`src/design/rkmc_pkg.sv`:
```
// Shared types and constants for the rotary knob menu controller.
// No dependencies; every other design file refers to it by scoped names.
package rkmc_pkg;

    // Item kinds carried by the input channel
    typedef enum logic [1:0] {
        KIND_TICK       = 2'd0,
        KIND_VOLUME     = 2'd1,
        KIND_INSTRUMENT = 2'd2,
        KIND_OCTAVE     = 2'd3
    } kind_t;

    // Menu modes
    localparam logic [1:0] MODE_VOLUME     = 2'd0;
    localparam logic [1:0] MODE_INSTRUMENT = 2'd1;
    localparam logic [1:0] MODE_OCTAVE     = 2'd2;
    localparam logic [1:0] MODE_UNUSED     = 2'd3;

    // Configuration register indexes
    localparam logic [1:0] CFG_PRESS_HOLDOFF  = 2'd0;
    localparam logic [1:0] CFG_ROTATE_HOLDOFF = 2'd1;
    localparam logic [1:0] CFG_VOLUME_STEP    = 2'd2;
    localparam logic [1:0] CFG_MODE_COUNT     = 2'd3;

    localparam int CFG_INDEX_W = 2;
    localparam int CFG_DATA_W  = 16;

    // Configuration reset values
    localparam logic [15:0] PRESS_HOLDOFF_RST  = 16'd200;
    localparam logic [15:0] ROTATE_HOLDOFF_RST = 16'd50;
    localparam logic [6:0]  VOLUME_STEP_RST    = 7'd16;
    localparam logic [2:0]  MODE_COUNT_RST     = 3'd3;

    // State reset values
    localparam logic [1:0] MODE_RST       = MODE_INSTRUMENT;
    localparam logic [7:0] VOLUME_RST     = 8'd63;
    localparam logic [7:0] INSTRUMENT_RST = 8'd0;
    localparam logic [7:0] OCTAVE_RST     = 8'd0;

    // Clamp limits
    localparam logic signed [9:0] LEVEL_MAX  = 10'sd127;
    localparam logic signed [8:0] OCTAVE_MIN = -9'sd3;
    localparam logic signed [8:0] OCTAVE_MAX = 9'sd4;

    typedef struct packed {
        logic [15:0] press_holdoff;
        logic [15:0] rotate_holdoff;
        logic [6:0]  volume_step;
        logic [2:0]  mode_count;
    } cfg_t;

    typedef struct packed {
        kind_t       kind;
        logic        clk_pin;
        logic        dt_pin;
        logic        button_pin;
        logic [7:0]  remote_value;
    } item_t;

    typedef struct packed {
        logic [7:0]        volume;
        logic [7:0]        instrument;
        logic signed [7:0] octave;
        logic [1:0]        mode;
    } knob_t;

    // Advance the mode modulo the mode count; zero counts as one, above four as four
    function automatic logic [1:0] mode_wrap(input logic [1:0] mode, input logic [2:0] count);
        logic [2:0] m1;
        logic [1:0] res;
        begin
            m1 = {1'b0, mode} + 3'd1;
            case (count)
                3'd0, 3'd1: res = 2'd0;
                3'd2:       res = {1'b0, m1[0]};
                3'd3:       res = (m1 >= 3'd3) ? 2'(m1 - 3'd3) : m1[1:0];
                default:    res = m1[1:0];
            endcase
            return res;
        end
    endfunction

endpackage

```
`src/design/rkmc_cfg.sv`:
```
// Configuration register file for the rotary knob menu controller.
// Depends on rkmc_pkg for register indexes, reset values and cfg_t.
module rkmc_cfg (
    input  logic                              clk,
    input  logic                              rst_n,
    input  logic                              cfg_write,
    input  logic [rkmc_pkg::CFG_INDEX_W-1:0]  cfg_index,
    input  logic [rkmc_pkg::CFG_DATA_W-1:0]   cfg_data,
    output rkmc_pkg::cfg_t                    cfg
);

    rkmc_pkg::cfg_t cfg_reg;

    // Write the addressed register
    always_ff @(posedge clk or negedge rst_n)
    begin
        if (!rst_n)
        begin
            cfg_reg.press_holdoff  <= rkmc_pkg::PRESS_HOLDOFF_RST;
            cfg_reg.rotate_holdoff <= rkmc_pkg::ROTATE_HOLDOFF_RST;
            cfg_reg.volume_step    <= rkmc_pkg::VOLUME_STEP_RST;
            cfg_reg.mode_count     <= rkmc_pkg::MODE_COUNT_RST;
        end
        else if (cfg_write)
        begin
            case (cfg_index)
                rkmc_pkg::CFG_PRESS_HOLDOFF:  cfg_reg.press_holdoff  <= cfg_data;
                rkmc_pkg::CFG_ROTATE_HOLDOFF: cfg_reg.rotate_holdoff <= cfg_data;
                rkmc_pkg::CFG_VOLUME_STEP:    cfg_reg.volume_step    <= cfg_data[6:0];
                rkmc_pkg::CFG_MODE_COUNT:     cfg_reg.mode_count     <= cfg_data[2:0];
                default:                      cfg_reg <= cfg_reg;
            endcase
        end
    end

    assign cfg = cfg_reg;

endmodule

```
`src/design/rkmc_step.sv`:
```
// Next-state logic for one item: button, encoder clock edge and remote writes.
// Depends on rkmc_pkg for item_t, knob_t, cfg_t, mode codes and limits.
module rkmc_step #(
    parameter int COUNTER_WIDTH = 16
) (
    input  rkmc_pkg::cfg_t              cfg,
    input  rkmc_pkg::item_t             item,
    input  rkmc_pkg::knob_t             knob,
    input  logic [COUNTER_WIDTH-1:0]    press_elapsed,
    input  logic [COUNTER_WIDTH-1:0]    rotate_elapsed,
    input  logic                        clk_seen,
    input  logic                        clk_accepted,
    output rkmc_pkg::knob_t             knob_next,
    output logic [COUNTER_WIDTH-1:0]    press_elapsed_next,
    output logic [COUNTER_WIDTH-1:0]    rotate_elapsed_next,
    output logic                        clk_seen_next,
    output logic                        clk_accepted_next,
    output logic                        changed
);

    localparam int CMP_W = (COUNTER_WIDTH > 16) ? COUNTER_WIDTH : 16;
    localparam logic [COUNTER_WIDTH-1:0] CNT_MAX = '1;
    localparam logic [COUNTER_WIDTH-1:0] CNT_ONE = COUNTER_WIDTH'(1);

    logic [COUNTER_WIDTH-1:0] press_inc;
    logic [COUNTER_WIDTH-1:0] rotate_inc;
    logic                     press_ok;
    logic                     rotate_ok;
    logic                     knob_step;
    logic                     cw;
    logic [1:0]               mode_tick;
    logic signed [9:0]        vol_sum;
    logic signed [9:0]        inst_sum;
    logic signed [8:0]        oct_sum;
    logic [7:0]               vol_clamped;
    logic [7:0]               inst_clamped;
    logic signed [7:0]        oct_clamped;
    rkmc_pkg::knob_t          knob_tick;

    // Saturating elapsed counters
    assign press_inc  = (press_elapsed == CNT_MAX) ? press_elapsed : press_elapsed + CNT_ONE;
    assign rotate_inc = (rotate_elapsed == CNT_MAX) ? rotate_elapsed : rotate_elapsed + CNT_ONE;

    // Button press and clock change qualification
    assign press_ok  = !item.button_pin &&
                       (CMP_W'(press_inc) > CMP_W'(cfg.press_holdoff));
    assign rotate_ok = (item.clk_pin != clk_seen) &&
                       (CMP_W'(rotate_inc) > CMP_W'(cfg.rotate_holdoff));
    assign knob_step = rotate_ok && (item.clk_pin != clk_accepted);
    assign cw        = item.dt_pin != item.clk_pin;

    assign mode_tick = press_ok ? rkmc_pkg::mode_wrap(knob.mode, cfg.mode_count) : knob.mode;

    // Step and clamp each value
    assign vol_sum  = cw ? $signed({2'b00, knob.volume}) + $signed({3'b000, cfg.volume_step})
                         : $signed({2'b00, knob.volume}) - $signed({3'b000, cfg.volume_step});
    assign inst_sum = cw ? $signed({2'b00, knob.instrument}) + 10'sd1
                         : $signed({2'b00, knob.instrument}) - 10'sd1;
    assign oct_sum  = cw ? $signed({knob.octave[7], knob.octave}) + 9'sd1
                         : $signed({knob.octave[7], knob.octave}) - 9'sd1;

    assign vol_clamped  = (vol_sum < 10'sd0) ? 8'd0 :
                          (vol_sum > rkmc_pkg::LEVEL_MAX) ? 8'(rkmc_pkg::LEVEL_MAX) :
                          vol_sum[7:0];
    assign inst_clamped = (inst_sum < 10'sd0) ? 8'd0 :
                          (inst_sum > rkmc_pkg::LEVEL_MAX) ? 8'(rkmc_pkg::LEVEL_MAX) :
                          inst_sum[7:0];
    assign oct_clamped  = (oct_sum < rkmc_pkg::OCTAVE_MIN) ? 8'(rkmc_pkg::OCTAVE_MIN) :
                          (oct_sum > rkmc_pkg::OCTAVE_MAX) ? 8'(rkmc_pkg::OCTAVE_MAX) :
                          oct_sum[7:0];

    // Apply a tick: mode first, then the knob step in the new mode
    always_comb
    begin
        knob_tick      = knob;
        knob_tick.mode = mode_tick;
        if (knob_step)
        begin
            case (mode_tick)
                rkmc_pkg::MODE_VOLUME:     knob_tick.volume     = vol_clamped;
                rkmc_pkg::MODE_INSTRUMENT: knob_tick.instrument = inst_clamped;
                rkmc_pkg::MODE_OCTAVE:     knob_tick.octave     = oct_clamped;
                default:                   knob_tick = knob_tick;
            endcase
        end
    end

    // Select by item kind; remote writes leave timing state alone
    always_comb
    begin
        knob_next           = knob;
        press_elapsed_next  = press_elapsed;
        rotate_elapsed_next = rotate_elapsed;
        clk_seen_next       = clk_seen;
        clk_accepted_next   = clk_accepted;
        changed             = 1'b0;
        case (item.kind)
            rkmc_pkg::KIND_VOLUME:     knob_next.volume     = item.remote_value;
            rkmc_pkg::KIND_INSTRUMENT: knob_next.instrument = item.remote_value;
            rkmc_pkg::KIND_OCTAVE:     knob_next.octave     = $signed(item.remote_value);
            default:
            begin
                knob_next           = knob_tick;
                press_elapsed_next  = press_ok ? '0 : press_inc;
                rotate_elapsed_next = rotate_ok ? '0 : rotate_inc;
                clk_seen_next       = item.clk_pin;
                clk_accepted_next   = knob_step ? item.clk_pin : clk_accepted;
                changed             = knob_step && (mode_tick != rkmc_pkg::MODE_UNUSED);
            end
        endcase
    end

endmodule

```
`src/design/rotary_knob_menu_controller.sv`:
```
// Rotary knob menu controller: input register, one-pass step logic, result register.
// Path: an accepted item waits in the input register, then loads into the result register.
// Throughput: one item per cycle while out_stall is low; the state registers update in the same cycle as the
// result register, so each item sees the state left by the one before it.
// Reset: rst_n is asynchronous, active low; state and configuration return to defaults.
// Depends on rkmc_pkg, rkmc_cfg and rkmc_step.
module rotary_knob_menu_controller #(
    parameter int COUNTER_WIDTH = 16
) (
    input  logic                              clk,
    input  logic                              rst_n,
    input  logic                              cfg_write,
    input  logic [rkmc_pkg::CFG_INDEX_W-1:0]  cfg_index,
    input  logic [rkmc_pkg::CFG_DATA_W-1:0]   cfg_data,
    input  logic                              in_valid,
    output logic                              in_stall,
    input  logic [1:0]                        kind,
    input  logic                              clk_pin,
    input  logic                              dt_pin,
    input  logic                              button_pin,
    input  logic [7:0]                        remote_value,
    output logic                              out_valid,
    input  logic                              out_stall,
    output logic [7:0]                        volume_out,
    output logic [7:0]                        instrument_out,
    output logic signed [7:0]                 octave_out,
    output logic [1:0]                        mode_out,
    output logic                              changed
);

    rkmc_pkg::cfg_t           cfg;
    rkmc_pkg::item_t          item_reg;
    logic                     item_valid_reg;
    rkmc_pkg::knob_t          knob_reg;
    rkmc_pkg::knob_t          knob_next;
    logic [COUNTER_WIDTH-1:0] press_elapsed_reg;
    logic [COUNTER_WIDTH-1:0] press_elapsed_next;
    logic [COUNTER_WIDTH-1:0] rotate_elapsed_reg;
    logic [COUNTER_WIDTH-1:0] rotate_elapsed_next;
    logic                     clk_seen_reg;
    logic                     clk_seen_next;
    logic                     clk_accepted_reg;
    logic                     clk_accepted_next;
    logic                     changed_next;
    logic                     out_valid_reg;
    rkmc_pkg::knob_t          res_knob_reg;
    logic                     res_changed_reg;
    logic                     out_load;
    logic                     item_move;
    logic                     in_accept;

    rkmc_cfg u_cfg (
        .clk       (clk),
        .rst_n     (rst_n),
        .cfg_write (cfg_write),
        .cfg_index (cfg_index),
        .cfg_data  (cfg_data),
        .cfg       (cfg)
    );

    rkmc_step #(
        .COUNTER_WIDTH (COUNTER_WIDTH)
    ) u_step (
        .cfg                 (cfg),
        .item                (item_reg),
        .knob                (knob_reg),
        .press_elapsed       (press_elapsed_reg),
        .rotate_elapsed      (rotate_elapsed_reg),
        .clk_seen            (clk_seen_reg),
        .clk_accepted        (clk_accepted_reg),
        .knob_next           (knob_next),
        .press_elapsed_next  (press_elapsed_next),
        .rotate_elapsed_next (rotate_elapsed_next),
        .clk_seen_next       (clk_seen_next),
        .clk_accepted_next   (clk_accepted_next),
        .changed             (changed_next)
    );

    // Handshake: the result register loads when empty or being taken
    assign out_load  = !out_valid_reg || !out_stall;
    assign item_move = item_valid_reg && out_load;
    assign in_stall  = item_valid_reg && !out_load;
    assign in_accept = in_valid && !in_stall;

    // Input register
    always_ff @(posedge clk or negedge rst_n)
    begin
        if (!rst_n)
        begin
            item_valid_reg <= 1'b0;
        end
        else if (!in_stall)
        begin
            item_valid_reg <= in_valid;
        end
    end

    always_ff @(posedge clk)
    begin
        if (in_accept)
        begin
            item_reg.kind         <= rkmc_pkg::kind_t'(kind);
            item_reg.clk_pin      <= clk_pin;
            item_reg.dt_pin       <= dt_pin;
            item_reg.button_pin   <= button_pin;
            item_reg.remote_value <= remote_value;
        end
    end

    // Commit state when the item moves into the result register
    always_ff @(posedge clk or negedge rst_n)
    begin
        if (!rst_n)
        begin
            knob_reg.volume     <= rkmc_pkg::VOLUME_RST;
            knob_reg.instrument <= rkmc_pkg::INSTRUMENT_RST;
            knob_reg.octave     <= rkmc_pkg::OCTAVE_RST;
            knob_reg.mode       <= rkmc_pkg::MODE_RST;
            press_elapsed_reg   <= '0;
            rotate_elapsed_reg  <= '0;
            clk_seen_reg        <= 1'b1;
            clk_accepted_reg    <= 1'b1;
        end
        else if (item_move)
        begin
            knob_reg           <= knob_next;
            press_elapsed_reg  <= press_elapsed_next;
            rotate_elapsed_reg <= rotate_elapsed_next;
            clk_seen_reg       <= clk_seen_next;
            clk_accepted_reg   <= clk_accepted_next;
        end
    end

    // Result register
    always_ff @(posedge clk or negedge rst_n)
    begin
        if (!rst_n)
        begin
            out_valid_reg <= 1'b0;
        end
        else if (out_load)
        begin
            out_valid_reg <= item_valid_reg;
        end
    end

    always_ff @(posedge clk)
    begin
        if (item_move)
        begin
            res_knob_reg    <= knob_next;
            res_changed_reg <= changed_next;
        end
    end

    assign out_valid      = out_valid_reg;
    assign volume_out     = res_knob_reg.volume;
    assign instrument_out = res_knob_reg.instrument;
    assign octave_out     = res_knob_reg.octave;
    assign mode_out       = res_knob_reg.mode;
    assign changed        = res_changed_reg;

endmodule

```
`config.mk`:
```
export PLATFORM = sky130hd
export DESIGN_NAME = rotary_knob_menu_controller
export DESIGN_NICKNAME = d
export VERILOG_FILES = /design/src/design/rkmc_pkg.sv /design/src/design/rkmc_cfg.sv /design/src/design/rkmc_step.sv /design/src/design/rotary_knob_menu_controller.sv
export SDC_FILE = /design/constraint.sdc
export NUM_CORES = 1
export LEC_CHECK = 0
export ABC_AREA = 1
export BUFFER_PORTS_ARGS = -buffer_cell sky130_fd_sc_hd__buf_2
export CORE_MARGIN = 3
export CORE_UTILIZATION = 50
export CTS_CLUSTER_SIZE = 30
export DETAILED_ROUTE_END_ITERATION = 8
export PLACE_DENSITY = 0.68
export SLEW_MARGIN = 20
export SYNTH_ARGS = -nofsm -noshare
export SYNTH_HDL_FRONTEND = slang
export SYNTH_SLANG_ARGS = --single-unit
```
`constraint.sdc`:
```
create_clock -name clk -period 8.4 [get_ports clk]
set_input_delay 1.68 -clock clk [delete_from_list [all_inputs] [get_ports clk]]
set_output_delay 1.68 -clock clk [all_outputs]
set_load 0.05 [all_outputs]
```
# Word level (Yosys, flattened, before mapping)
# Cells that the tools add are included.
# word_totals
ff_bits	144
output_inout_bits	29
elab_cells	112
# op_classes
addsub	10
n_lt_le_gt_ge	9
eq_ne	17
n_mux	24
bitwise_logic	1
reduce_logical	27
# ops
op	n
$mux W8	9
$mux W16	4
$pmux W8 S2	3
$add A16 B1 Y16 const B	2
$eq A16 B16 Y1 const B	2
$gt A16 B16 Y1	2
$mux W26	1
$gt A10 B8 Y1 const B	2
$lt A10 B1 Y1 const B	2
$mux W10	2
$eq A2 B2 Y1 const B	5
$reduce_and A2 Y1	5
$add A8 B1 Y9 const B	1
$add A8 B2 Y9 const B	1
$add A8 B7 Y9	1
$gt A9 B4 Y1 const B	1
$lt A9 B3 Y1 const B	1
$mux W9	1
$sub A8 B1 Y9 const B	1
$sub A8 B2 Y9 const B	1
$sub A8 B7 Y9	1
$reduce_or A2 Y1	4
$logic_and A1 B1 Y1	7
$eq A2 B1 Y1 const B	3
16 further kinds	26

# Depth between registers and ports, before layout
# Gate-level depths: netlist of the first run.
# depth
depth_word	9
ltp_mapped	30
mapped_depth_nobuf	29

# Cells and area by module
# From an unflattened synthesis of the first run, not the netlist that was laid out.
# unflattened
hier_cells	1395
area_unflattened_um2	10435.0
# by_module_without_submodules
module	n_inst	cells_each	area_each_um2
rkmc_step	1	896	4899.7
rotary_knob_menu_controller	1	312	3808.7
rkmc_cfg	1	187	1726.7

# Worst setup path after synthesis of the first run
# No wires, ideal clock.
# synth_path
kind	input-to-output
startpoint	input out_stall
endpoint	output in_stall
t_arrival_ns	2.439
required_ns	6.720
setup_slack_ns	4.281
path_stages	2
cell_sequence	nand2_1 > nor2_1
# synth_between
elab_chain_cells	4
# synth_rtl
item	line	text
from (decl)	rotary_knob_menu_controller.sv:23	input logic out_stall,
$logic_not A1 Y1	rotary_knob_menu_controller.sv:80	assign out_load = !out_valid_reg || !out_stall;
$logic_or A1 B1 Y1	rotary_knob_menu_controller.sv:80	
$logic_not A1 Y1	rotary_knob_menu_controller.sv:82	assign in_stall = item_valid_reg && !out_load;
$logic_and A1 B1 Y1	rotary_knob_menu_controller.sv:82	
to (decl)	rotary_knob_menu_controller.sv:16	output logic in_stall,
# No other way between the ends.

# Worst setup path after layout of the first run
# layout_path
startpoint	input out_stall
endpoint	register rotate_elapsed_reg[2]
# layout_between
elab_chain_cells	4
# layout_rtl
item	line	text
$logic_not A1 Y1	rotary_knob_menu_controller.sv:80	
$logic_or A1 B1 Y1	rotary_knob_menu_controller.sv:80	
$logic_and A1 B1 Y1	rotary_knob_menu_controller.sv:81	assign item_move = item_valid_reg && out_load;
$reduce_and A2 Y1 (no line)	--	
to (signal assigned)	rotary_knob_menu_controller.sv:128	rotate_elapsed_reg <= rotate_elapsed_next;
to (decl)	rotary_knob_menu_controller.sv:38	logic [COUNTER_WIDTH-1:0] rotate_elapsed_reg;
# No other way between the ends.
# A chain may end at the register's enable or synchronous reset.

==> run_results.csv, run 1 <==
group,metric,value,unit
status,status,"finished clean",
timing,finClkSkew,10.5,ps
timing,slew_headroom,32.2,%
detailed_routing,drc,0,
logic_synthesis,yosysWarningCount,0,
logic_synthesis,synth-main-ff-cell,"dfrtp_1",
logic_synthesis,ys_ff_latch,144,
logic_synthesis,synth_enable_flop_cells,40,
logic_synthesis,syn_nets,1396,
detailed_routing,ant_nets,0,
clock_network,path_clk_slew,60,ps
detailed_routing,dr.first_iter.drc_count,677,
detailed_routing,routed_wl,22800,um
critical_path,critPathMaxFanout,54,
power_and_ir_drop,p_total,2.72,mW
cells_and_area,seqCellArea,3830,um2
run,max_cap_viol_count,0,
clock_network,cts_setup_buffers,0,
global_route,grt_pass1_wl,38700,um
clock_network,htree_num_levels,4,
critical_path,crit_arrival,4400,ps
critical_path,r2r-end,"octave_out[0]",
critical_path,startpoint,"out_stall",
cells_and_area,final_cell_area,10900,um2
floorplan,io_pins,65,
logic_synthesis,yosysMostFrequentCell,"nand2_1",
floorplan,die_h,145,um
detailed_routing,wire_per_inst,14.0,um
clock_network,cts_tree,"yes",
placed_design,dpl_cell_area,10300,um2
logic_synthesis,ys_top_cells_by_count,"414 x nand2_1, 211 x inv_1, 86 x dfrtp_1, 84 x o21ai_0, 63 x ha_1",
cells_and_area,multiInputGateArea,4930,um2
placed_design,placed_cells,1594,
logic_synthesis,yosys.area.top_type,"dfrtp_1",
logic_synthesis,ys_types,47,
clock_network,cts.sinks,144,
detailed_routing,routed-via-count,8322,
power_and_ir_drop,p_leak,5.69,nW
logic_synthesis,async_flop_share,72.2,%
timing,max_freq,246,MHz
timing,fin_crit_sh,48.5,%
timing,setup_viol,0,
power_and_ir_drop,powerDensity,250,nW/um2
logic_synthesis,synthCells,1294,
detailed_routing,vias_per_cell,5.12,
critical_path,reg2reg_slack,4440,ps
critical_path,cp-start-kind,"input port",
critical_path,crit_type,"in -> reg",
clock_network,clockRootBuffer,"clkbuf_16",
timing,layout_min_cycle_time,4070,ps
global_route,grt_max_degree,81,
clock_network,cts-resized-gates,0,
floorplan,initial_core_util,51.5,%
timing,tns,0,ps
timing,slew_violations,0,
placed_design,place_hpwl,16900,um
critical_path,r2r_start,"press_elapsed_reg[0]",
logic_synthesis,ys_top_cells_by_area,"dfrtp_1 22%, nand2_1 16%, edfxtp_1 12%",
clock_network,clock_latency,420,ps
timing,rsz0062_at_grt,"false",
clock_network,clk_path_buf_depth,2,
min_path,min_path_type,"reg -> reg",
detailed_routing,firstDrtPassIters,6,
placed_design,gp_congestion,0.890,
cells_and_area,num-fill-cells,1750,
critical_path,critPathCaptureType,"register",
critical_path,cp-endpoint,"rotate_elapsed_reg[2]",
logic_synthesis,synth_area_per_cell,7.52,um2
global_route,grt_overflow,0,
floorplan,num_rows,50,
clock_network,cts_buffers,17,
cells_and_area,syn_to_final_growth,11.8,%
logic_synthesis,syn_area,9730,um2
critical_path,ff2ff_path_depth,25,
floorplan,die_w,145,um
global_route,grt_usage,22.1,%
cells_and_area,largest_reg_flops,42,
cells_and_area,final_nets,1455,
timing,worst_pin_slew,1010,ps
logic_synthesis,synth_top_area_share,22.1,%
timing,hold_viol_final,0,
cells_and_area,drive_gt1_share,13.3,%
cells_and_area,stdcell_count,1626,
critical_path,required,8730,ps
floorplan,coreArea,18900,um2
floorplan,die_area,21200,um2
logic_synthesis,synth-seq-area-share,39.3,%
global_route,antenna_found_initial,0,
placed_design,io_buffers,64,
global_route,grt_pass1_vias,7875,
cells_and_area,antenna_cells,0,
power_and_ir_drop,ir_drop,0.169,mV
clock_network,hold_buffers,0,
## worst min-delay path by stage
stage	startpoint	endpoint	slack (ps)	cells after the start
final	u_cfg.cfg[37]	u_cfg.cfg[37]	480	2
after global routing	u_cfg.cfg[37]	u_cfg.cfg[37]	510	2
after CTS	u_cfg.cfg[37]	u_cfg.cfg[37]	490	2
after detailed placement	u_cfg.cfg[28]	u_cfg.cfg[28]	470	2
after global placement	u_cfg.cfg[27]	u_cfg.cfg[27]	470	2
after floorplan	item_valid_reg	out_valid	440	2
## worst max-delay path, stage by stage
cell	delay [ps]
buf_2	100
nand2_1	90
inv_1	70
nor2_4	70
buf_4	520
inv_1	590
nor2_2	200
buf_4	350
nand2_1	290
inv_2	240
nand2_1	80
o21ai_0	90
## report_power, final
part / internal, mW / switching, mW / total [mW]
clock network: 0.493 / 0.292 / 0.784
registers: 0.859 / 0.0896 / 0.948
logic: 0.323 / 0.665 / 0.989
## metrics by stage
step / util [%] / setup WS, ps / hold slack, ps
CTS: 57.5 / 4320 / 489
finish: 57.6 / 4330 / 484
floorplan: - / 4280 / 444
global placement: 54.4 / 4040 / 466
detailed placement: 54.4 / 3900 / 475
global route: 57.6 / 4010 / 509
## layout make-up
class	count	area share [%]
multi-input combinational	901	45.4
sequential	144	35.2
inverter	221	7.63
clock buffer	19	3.98
timing repair buffer	68	3.28
tap	260	2.99
clock inverter	13	1.56
## metal layers
layer / part of all wire (%) / global-route usage, % / vias to the layer above / routed length [um]
li1: - / - / 4276 / -
met1: 49 / 32.4 / 3827 / 11100
met2: 45 / 34.7 / 191 / 10300
met3: 4.5 / 3.24 / 28 / 1030
met4: 1.4 / 5.84 / 0 / 325
met5: 0 / 0 / - / 0
## logic make-up (layout without fill, tap and decap cells)
group / count (synthesis) / in the layout / synth area share [%]
XOR/XNOR: 28 / 28 / 2.52
adder cells (fa/ha/maj): 66 / 66 / 8.72
buffers and inverters: 249 / 321 / 9.98
AO/OA/AOI/OAI: 171 / 171 / 9.63
AND/OR/NAND/NOR: 636 / 636 / 29.8
flip-flops: 144 / 144 / 39.3
## placed cells by master, fill, tap and decap left out, drive strengths merged
| master | Yosys | layout |
|---|---|---|
| a21boi | 1 | 1 |
| a21o | 1 | 1 |
| a21oi | 32 | 32 |
| a31oi | 3 | 3 |
| and2 | 1 | 1 |
| buf | 14 | 68 |
| bufinv | 0 | 4 |
| clkbuf | 14 | 19 |
| clkinv | 2 | 11 |
| dfrtp | 86 | 86 |
| dfstp | 18 | 18 |
| edfxtp | 40 | 40 |
| fa | 3 | 3 |
| ha | 63 | 63 |
| inv | 219 | 219 |
| nand2 | 435 | 435 |
| nand3 | 75 | 75 |
| nand3b | 3 | 3 |
| nand4 | 28 | 28 |
| nor2 | 68 | 68 |
| nor3 | 19 | 19 |
| nor4 | 3 | 3 |
| o211ai | 2 | 2 |
| o21a | 1 | 1 |
| o21ai | 89 | 89 |
| o21bai | 5 | 5 |
| o22ai | 36 | 36 |
| o31a | 1 | 1 |
| or2 | 4 | 4 |
| xnor2 | 2 | 2 |
| xor2 | 26 | 26 |
Power figures use the tool's default switching activity.
==> run 2, diff against run 1 <==
--- a/config.mk
+++ b/config.mk
@@ -5,13 +5,13 @@
 export SDC_FILE = /design/constraint.sdc
 export NUM_CORES = 1
 export LEC_CHECK = 0
-export ABC_AREA = 1
+export ABC_AREA = 0
 export BUFFER_PORTS_ARGS = -buffer_cell sky130_fd_sc_hd__buf_2
 export CORE_MARGIN = 3
 export CORE_UTILIZATION = 50
 export CTS_CLUSTER_SIZE = 30
 export DETAILED_ROUTE_END_ITERATION = 8
-export PLACE_DENSITY = 0.68
+export PLACE_DENSITY = 0.71
 export SLEW_MARGIN = 20
 export SYNTH_ARGS = -nofsm -noshare
 export SYNTH_HDL_FRONTEND = slang
==> constraint.sdc (replaced) <==
create_clock -name clk -period 3.3 [get_ports clk]
set_input_delay 0.66 -clock clk [delete_from_list [all_inputs] [get_ports clk]]
set_output_delay 0.66 -clock clk [all_outputs]
set_load 0.05 [all_outputs]
==> run 2 against run 1 <==
The run now ends with setup timing left; final cell count decreased by 11%; non-clock buffer count increased by 176; critical endpoint is now instrument_out[5]; combinational power increased to 2.5 times the previous value; largest power group unchanged.
==> run_results.csv, run 2 <==
group,metric,value,unit
logic_synthesis,synth_area_per_cell,9.54,um2
logic_synthesis,yosys.area.top_type,"dfrtp_1",
global_route,grt_overflow,0,
critical_path,required,3490,ps
detailed_routing,met3_length,1790,um
timing,setup_viol,86,
critical_path,critPathMaxFanout,8,
power_and_ir_drop,powerDensity,525,nW/um2
cells_and_area,largest_reg_flops,42,
cells_and_area,num-fill-cells,1311,
logic_synthesis,syn_area,9440,um2
logic_synthesis,ys_top_cells_by_area,"dfrtp_1 23%, edfxtp_1 13%, ha_1 8.4%",
cells_and_area,final_common_cell,"buf_4",
clock_network,cts_buffers,17,
logic_synthesis,yosysWarningCount,0,
critical_path,ff2ff_path_depth,18,
timing,worst_pin_slew,1040,ps
clock_network,clockRootBuffer,"clkbuf_16",
floorplan,die_area,20600,um2
timing,hold_viol_final,0,
timing,fin_crit_sh,129,%
cells_and_area,syn_to_final_growth,35.4,%
global_route,grt_pass1_vias,8228,
power_and_ir_drop,p_total,6.71,mW
logic_synthesis,ys_ff_latch,144,
floorplan,coreArea,18300,um2
placed_design,gp_congestion,0.958,
logic_synthesis,yosysMostFrequentCell,"nand2_1",
timing,setup_ws,-965,ps
clock_network,path_clk_slew,60,ps
critical_path,r2r-end,"instrument_out[5]",
status,status,"complete, but fails checks",
detailed_routing,wire_per_inst,19.6,um
cells_and_area,final_nets,1306,
critical_path,crit_arrival,4460,ps
detailed_routing,dr.first_iter.drc_count,677,
floorplan,num_rows,49,
clock_network,cts.sinks,144,
timing,rsz0062_at_grt,"true",
floorplan,die_w,143,um
clock_network,cts_tree,"yes",
cells_and_area,layout_common_cells,"151 x buf_4, 92 x nand2_1, 86 x dfrtp_1",
run,max_cap_viol_count,0,
power_and_ir_drop,ir_drop,0.416,mV
clock_network,clock_latency,430,ps
placed_design,place_hpwl,18100,um
clock_network,clk_path_buf_depth,2,
global_route,grt_max_degree,55,
critical_path,reg2reg_slack,-970,ps
critical_path,startpoint,"press_elapsed_reg[7]",
cells_and_area,drive_gt1_share,38.8,%
logic_synthesis,synth_top_area_share,22.8,%
critical_path,r2r_start,"press_elapsed_reg[7]",
critical_path,crit_type,"reg -> reg",
logic_synthesis,syn_nets,1091,
logic_synthesis,ys_top_cells_by_count,"104 x nand2_1, 86 x dfrtp_1, 71 x inv_1, 64 x o21ai_0, 63 x ha_1",
timing,layout_min_cycle_time,4270,ps
detailed_routing,wl_met2,13900,um
floorplan,initial_core_util,51.6,%
timing,slew_violations,0,
timing,whs,283,ps
global_route,grt_pass1_wl,42400,um
clock_network,htree_num_levels,4,
min_path,min_path_type,"in -> async",
detailed_routing,drc,0,
power_and_ir_drop,p_leak,5.69,nW
critical_path,critPathCaptureType,"register",
global_route,antenna_found_initial,0,
timing,finClkSkew,8.49,ps
logic_synthesis,ys_types,78,
detailed_routing,routed_wl,28300,um
detailed_routing,highest_layer,"met4",
global_route,grt_usage,26.2,%
clock_network,hold_buffers,0,
floorplan,die_h,143,um
detailed_routing,ant_nets,0,
critical_path,cp-start-kind,"register",
timing,slew_headroom,30.4,%
logic_synthesis,async_flop_share,72.2,%
detailed_routing,vias_per_cell,6.12,
logic_synthesis,synth-seq-area-share,40.6,%
timing,tns,-54110,ps
status,violations,"setup timing",
detailed_routing,routed-via-count,8852,
detailed_routing,met1_length,11600,um
detailed_routing,firstDrtPassIters,5,
logic_synthesis,synth-main-ff-cell,"dfrtp_1",
logic_synthesis,synthCells,989,
cells_and_area,antenna_cells,0,
floorplan,io_pins,65,
logic_synthesis,synth_enable_flop_cells,40,
placed_design,io_buffers,64,
timing,max_freq,234,MHz
==> run 2: cell count changes after synthesis, moves of 14 or more <==
cell      before  now
nand2_2       19    0
nand3_1       60   34
a22oi_1        0   16
inv_1        211   71
o22ai_1       36    5
clkbuf_1      14   43
mux2_2         0   31
o21ai_0       84   64
xnor2_1        2   27
a21oi_1       32   53
nand2_1      414  104
xor2_1        26   12
==> run 2: repair_timing <==
action / 4_1_cts / 5_1_grt
pin swaps: 22 / 33
gates cloned: 3 / 3
hold endpoints to repair: 0 / 0
setup endpoints to repair: 86 / 86
resized for setup: 85 / 80
setup buffers: 30 / 19
==> run 2: cell families after synthesis <==
kind of cell               synth area share [%]
adders and majority gates                  8.99
and+or+nand+nor                            16.0
xor gates and xnor gates                   3.62
AOI/OAI and AO/OA                          20.7
muxes                                      4.87
buffers and inverters                      5.26
DFF                                        40.6
==> run 2: where the power goes <==
group	internal [mW]	switching, mW	total [mW]
registers	2.15	0.278	2.42
clock network	1.04	0.764	1.81
logic	1.06	1.42	2.48
total	4.25	2.46	6.71
==> run 2: layer usage <==
layer  up-vias  GRT usage (%)
li1       4079              -
met1      4301           33.8
met2       390           44.1
met3        82           5.29
met4         0           8.92
met5         -              0
==> run 2: stage by stage <==
step / utilization, % / setup WS [ps] / instance area, um2 / cells
finish: 69.9 / -965 / 12800 / 1446
global route: 69.9 / -1140 / 12800 / 1446
CTS: 66.5 / -680 / 12100 / 1427
detailed placement: 60.2 / -807 / 11000 / 1362
global placement: 60.2 / -708 / 11000 / 1362
floorplan: - / -716 / 9630 / 989
==> run 2: layout make-up <==
type	instances	area, um2	share of cell area (%)
timing repair buffer	244	1890	14.8
clock inverter	10	60.1	0.470
sequential	144	3830	29.9
clock buffer	22	487	3.81
multi-input combinational	724	5950	46.6
inverter	73	274	2.14
tap	229	287	2.24
==> run 2: worst max-delay path by stage <==
stage / end / slack, ps / cells after the start
after global placement: octave_out[0] / -710 / 16
after floorplan: octave_out[1] / -720 / 17
after detailed placement: instrument_out[6] / -810 / 15
after CTS: instrument_out[4] / -680 / 18
after global routing: octave_out[2] / -1140 / 17
final: instrument_out[5] / -970 / 18
==> run 2: worst max-delay path, cell delays in order (launching register included) <==
cell      delay, ps
dfrtp_1         340
and4_1          230
nand4_1         180
buf_4           200
or4_4           480
nand4_1         160
nor2_2           70
xor2_1          150
ha_1            300
nand2_2          80
nor4_4          300
o21ai_2         130
and3_4          190
o31ai_4         370
buf_12          160
buf_4           110
nand3b_4        200
o32ai_1         130
a31o_4          230
==> run 3, diff against run 2 <==
--- a/config.mk
+++ b/config.mk
@@ -12,6 +12,7 @@
 export CTS_CLUSTER_SIZE = 30
 export DETAILED_ROUTE_END_ITERATION = 8
 export PLACE_DENSITY = 0.71
+export REMOVE_ABC_BUFFERS = 1
 export SLEW_MARGIN = 20
 export SYNTH_ARGS = -nofsm -noshare
 export SYNTH_HDL_FRONTEND = slang
==> run 3 against run 2 <==
The run still ends with setup timing left; non-clock buffer count grew 4; sequential power hardly changed; via count about the same; power rose by 1.0%; final cell count increased by 0.14%; global-route usage increased by 1.2 points; design area shrank 0.27%; utilization decreased by 0.19 points; largest power group unchanged; critical path depth fell by 1; highest routed layer is now met5; first-iteration DRC count grew 6.4%; sequential cell count stayed put; largest cell class unchanged; clock-buffer cell count decreased by 4.
==> run_results.csv, run 3 (synthesis gave the netlist of run 2 again) <==
group,metric,value,unit
cells_and_area,antenna_cells,0,
floorplan,coreArea,18300,um2
timing,worst_pin_slew,921,ps
power_and_ir_drop,power.switching,2.57,mW
placed_design,gp_congestion,0.933,
power_and_ir_drop,powerDensity,532,nW/um2
power_and_ir_drop,p_leak,5.61,nW
critical_path,r2r_start,"rotate_elapsed_reg[3]",
min_path,min_path_type,"in -> async",
timing,slew_violations,0,
critical_path,r2r-end,"octave_out[5]",
cells_and_area,layout_common_cells,"142 x buf_4, 91 x nand2_1, 86 x dfrtp_1",
timing,fin_crit_sh,127,%
power_and_ir_drop,p_total,6.78,mW
timing,rsz0062_at_grt,"true",
global_route,grt_usage,27.4,%
timing,layout_min_cycle_time,4190,ps
cells_and_area,utilization,69.7,%
detailed_routing,drc,0,
clock_network,clock_latency,440,ps
clock_network,cts_tree,"yes",
power_and_ir_drop,comb_power_share,37.5,%
status,status,"complete, but fails checks",
clock_network,cts.sinks,144,
power_and_ir_drop,clockPowerShare,26.9,%
timing,setup_viol,86,
critical_path,critPathMaxFanout,7,
timing,max_freq,239,MHz
power_and_ir_drop,netSwitchingFraction,38.0,%
cells_and_area,drive_gt1_share,39.6,%
detailed_routing,ant_nets,0,
global_route,groute.layer.met2.usage,45.5,%
timing,whs,219,ps
cells_and_area,num-fill-cells,1310,
detailed_routing,vias_per_cell,6.12,
global_route,grt_pass1_vias,8646,
global_route,use_met3,3.99,%
clock_network,htree_num_levels,4,
critical_path,reg2reg_slack,-890,ps
clock_network,clockRootBuffer,"clkbuf_16",
cells_and_area,final_nets,1308,
cells_and_area,syn_to_final_growth,35.0,%
critical_path,cp-start-kind,"register",
global_route,grt_pass1_wl,44400,um
floorplan,die_h,143,um
floorplan,initial_core_util,51.6,%
global_route,use_met1,35.5,%
timing,hold_viol_final,0,
floorplan,num_rows,49,
floorplan,die_w,143,um
cells_and_area,largest_reg_flops,42,
critical_path,crit_arrival,4370,ps
timing,setup_ws,-888,ps
run,max_cap_viol_count,0,
detailed_routing,routed-via-count,8856,
placed_design,place_hpwl,18200,um
critical_path,ff2ff_path_depth,17,
detailed_routing,wire_per_inst,19.9,um
clock_network,hold_buffers,0,
status,violations,"setup timing",
power_and_ir_drop,internal_power,4.21,mW
power_and_ir_drop,ir_drop,0.393,mV
critical_path,crit_type,"reg -> reg",
clock_network,path_clk_slew,70,ps
cells_and_area,final_common_cell,"buf_4",
global_route,grt_overflow,0,
detailed_routing,firstDrtPassIters,7,
timing,finClkSkew,12.8,ps
detailed_routing,routed_wl,28800,um
global_route,antenna_found_initial,1,
floorplan,die_area,20600,um2
placed_design,io_buffers,64,
critical_path,required,3490,ps
detailed_routing,dr.first_iter.drc_count,720,
clock_network,clk_path_buf_depth,2,
power_and_ir_drop,p_seq_share,35.6,%
global_route,busiest_layer,"met2",
timing,slew_headroom,38.6,%
floorplan,io_pins,65,
clock_network,cts_buffers,17,
global_route,grt_max_degree,65,
critical_path,critPathCaptureType,"register",
[run 3: cell count changes in the layout (fill, tap and decap cells not counted), sizes merged]
| cell | previous run | this run |
|---|---|---|
| and2 | 13 | 12 |
| buf | 241 | 248 |
| clkbuf | 25 | 18 |
| clkinv | 9 | 5 |
| inv | 73 | 81 |
| o21ai | 73 | 72 |
[run 3: worst max-delay path by stage]
stage / from / endpoint / cells after the start
finish: rotate_elapsed_reg[3] / octave_out[5] / 17
global route: rotate_elapsed_reg[3] / knob_reg[8] / 18
CTS: rotate_elapsed_reg[4] / knob_reg[14] / 15
detailed placement: rotate_elapsed_reg[4] / instrument_out[6] / 16
global placement: rotate_elapsed_reg[4] / knob_reg[15] / 16
floorplan: rotate_elapsed_reg[4] / octave_out[1] / 15
[run 3: through the flow]
step                cell area [um2]  setup slack, ps  cells  TNS [ps]
floorplan                      9210            -1110    938    -58450
global placement              10900             -963   1375    -52090
detailed placement            10900            -1080   1375    -59640
CTS                           12400             -712   1441    -36500
global route                  12700             -970   1448    -57380
finish                        12700             -888   1448    -48040
[run 3: final cells by class]
type	count	area, um2	share of cell area [%]
inverters	73	274	2.15
clock inverters	14	100	0.786
well taps	229	287	2.25
repair buffers	248	1900	14.9
clock buffers	18	439	3.45
flip-flops and latches	144	3830	30.0
multi-input cells	722	5920	46.4
[run 3: timing repair]
| action | CTS | global route |
|---|---|---|
| setup buffers | 32 | 6 |
| pin swaps | 63 | 23 |
| cloned | 3 | 1 |
| gates resized for setup | 172 | 46 |
| endpoints found under the setup margin | 86 | 86 |
[run 3: power groups by stage]
stage	clock network (mW)	logic (mW)	registers, mW
floorplan	0	1.40	2.52
global route	1.91	2.79	2.44
CTS	1.82	2.43	2.40
detailed placement	0	2.28	2.42
finish	1.82	2.54	2.41
global placement	0	2.23	2.41
[run 3: worst max-delay path, cell delays in order (launching register included)]
cell,delay (ps)
dfrtp_1,370
and3_4,200
and3_4,210
nand3_4,100
buf_6,150
or3_4,390
nand4_1,160
xnor2_1,110
ha_1,300
nand2_1,90
or4_4,590
o221ai_4,210
and3_4,270
buf_4,130
nand3b_4,100
o31ai_4,280
buf_2,200
o21ai_1,70
[run 3: routing by layer]
layer,part of all wire [%],up-vias,wire [um]
met5,0.045,-,13
met2,49,355,14200
li1,-,4081,-
met3,5.8,87,1660
met1,41,4331,11900
met4,3.5,2,1000
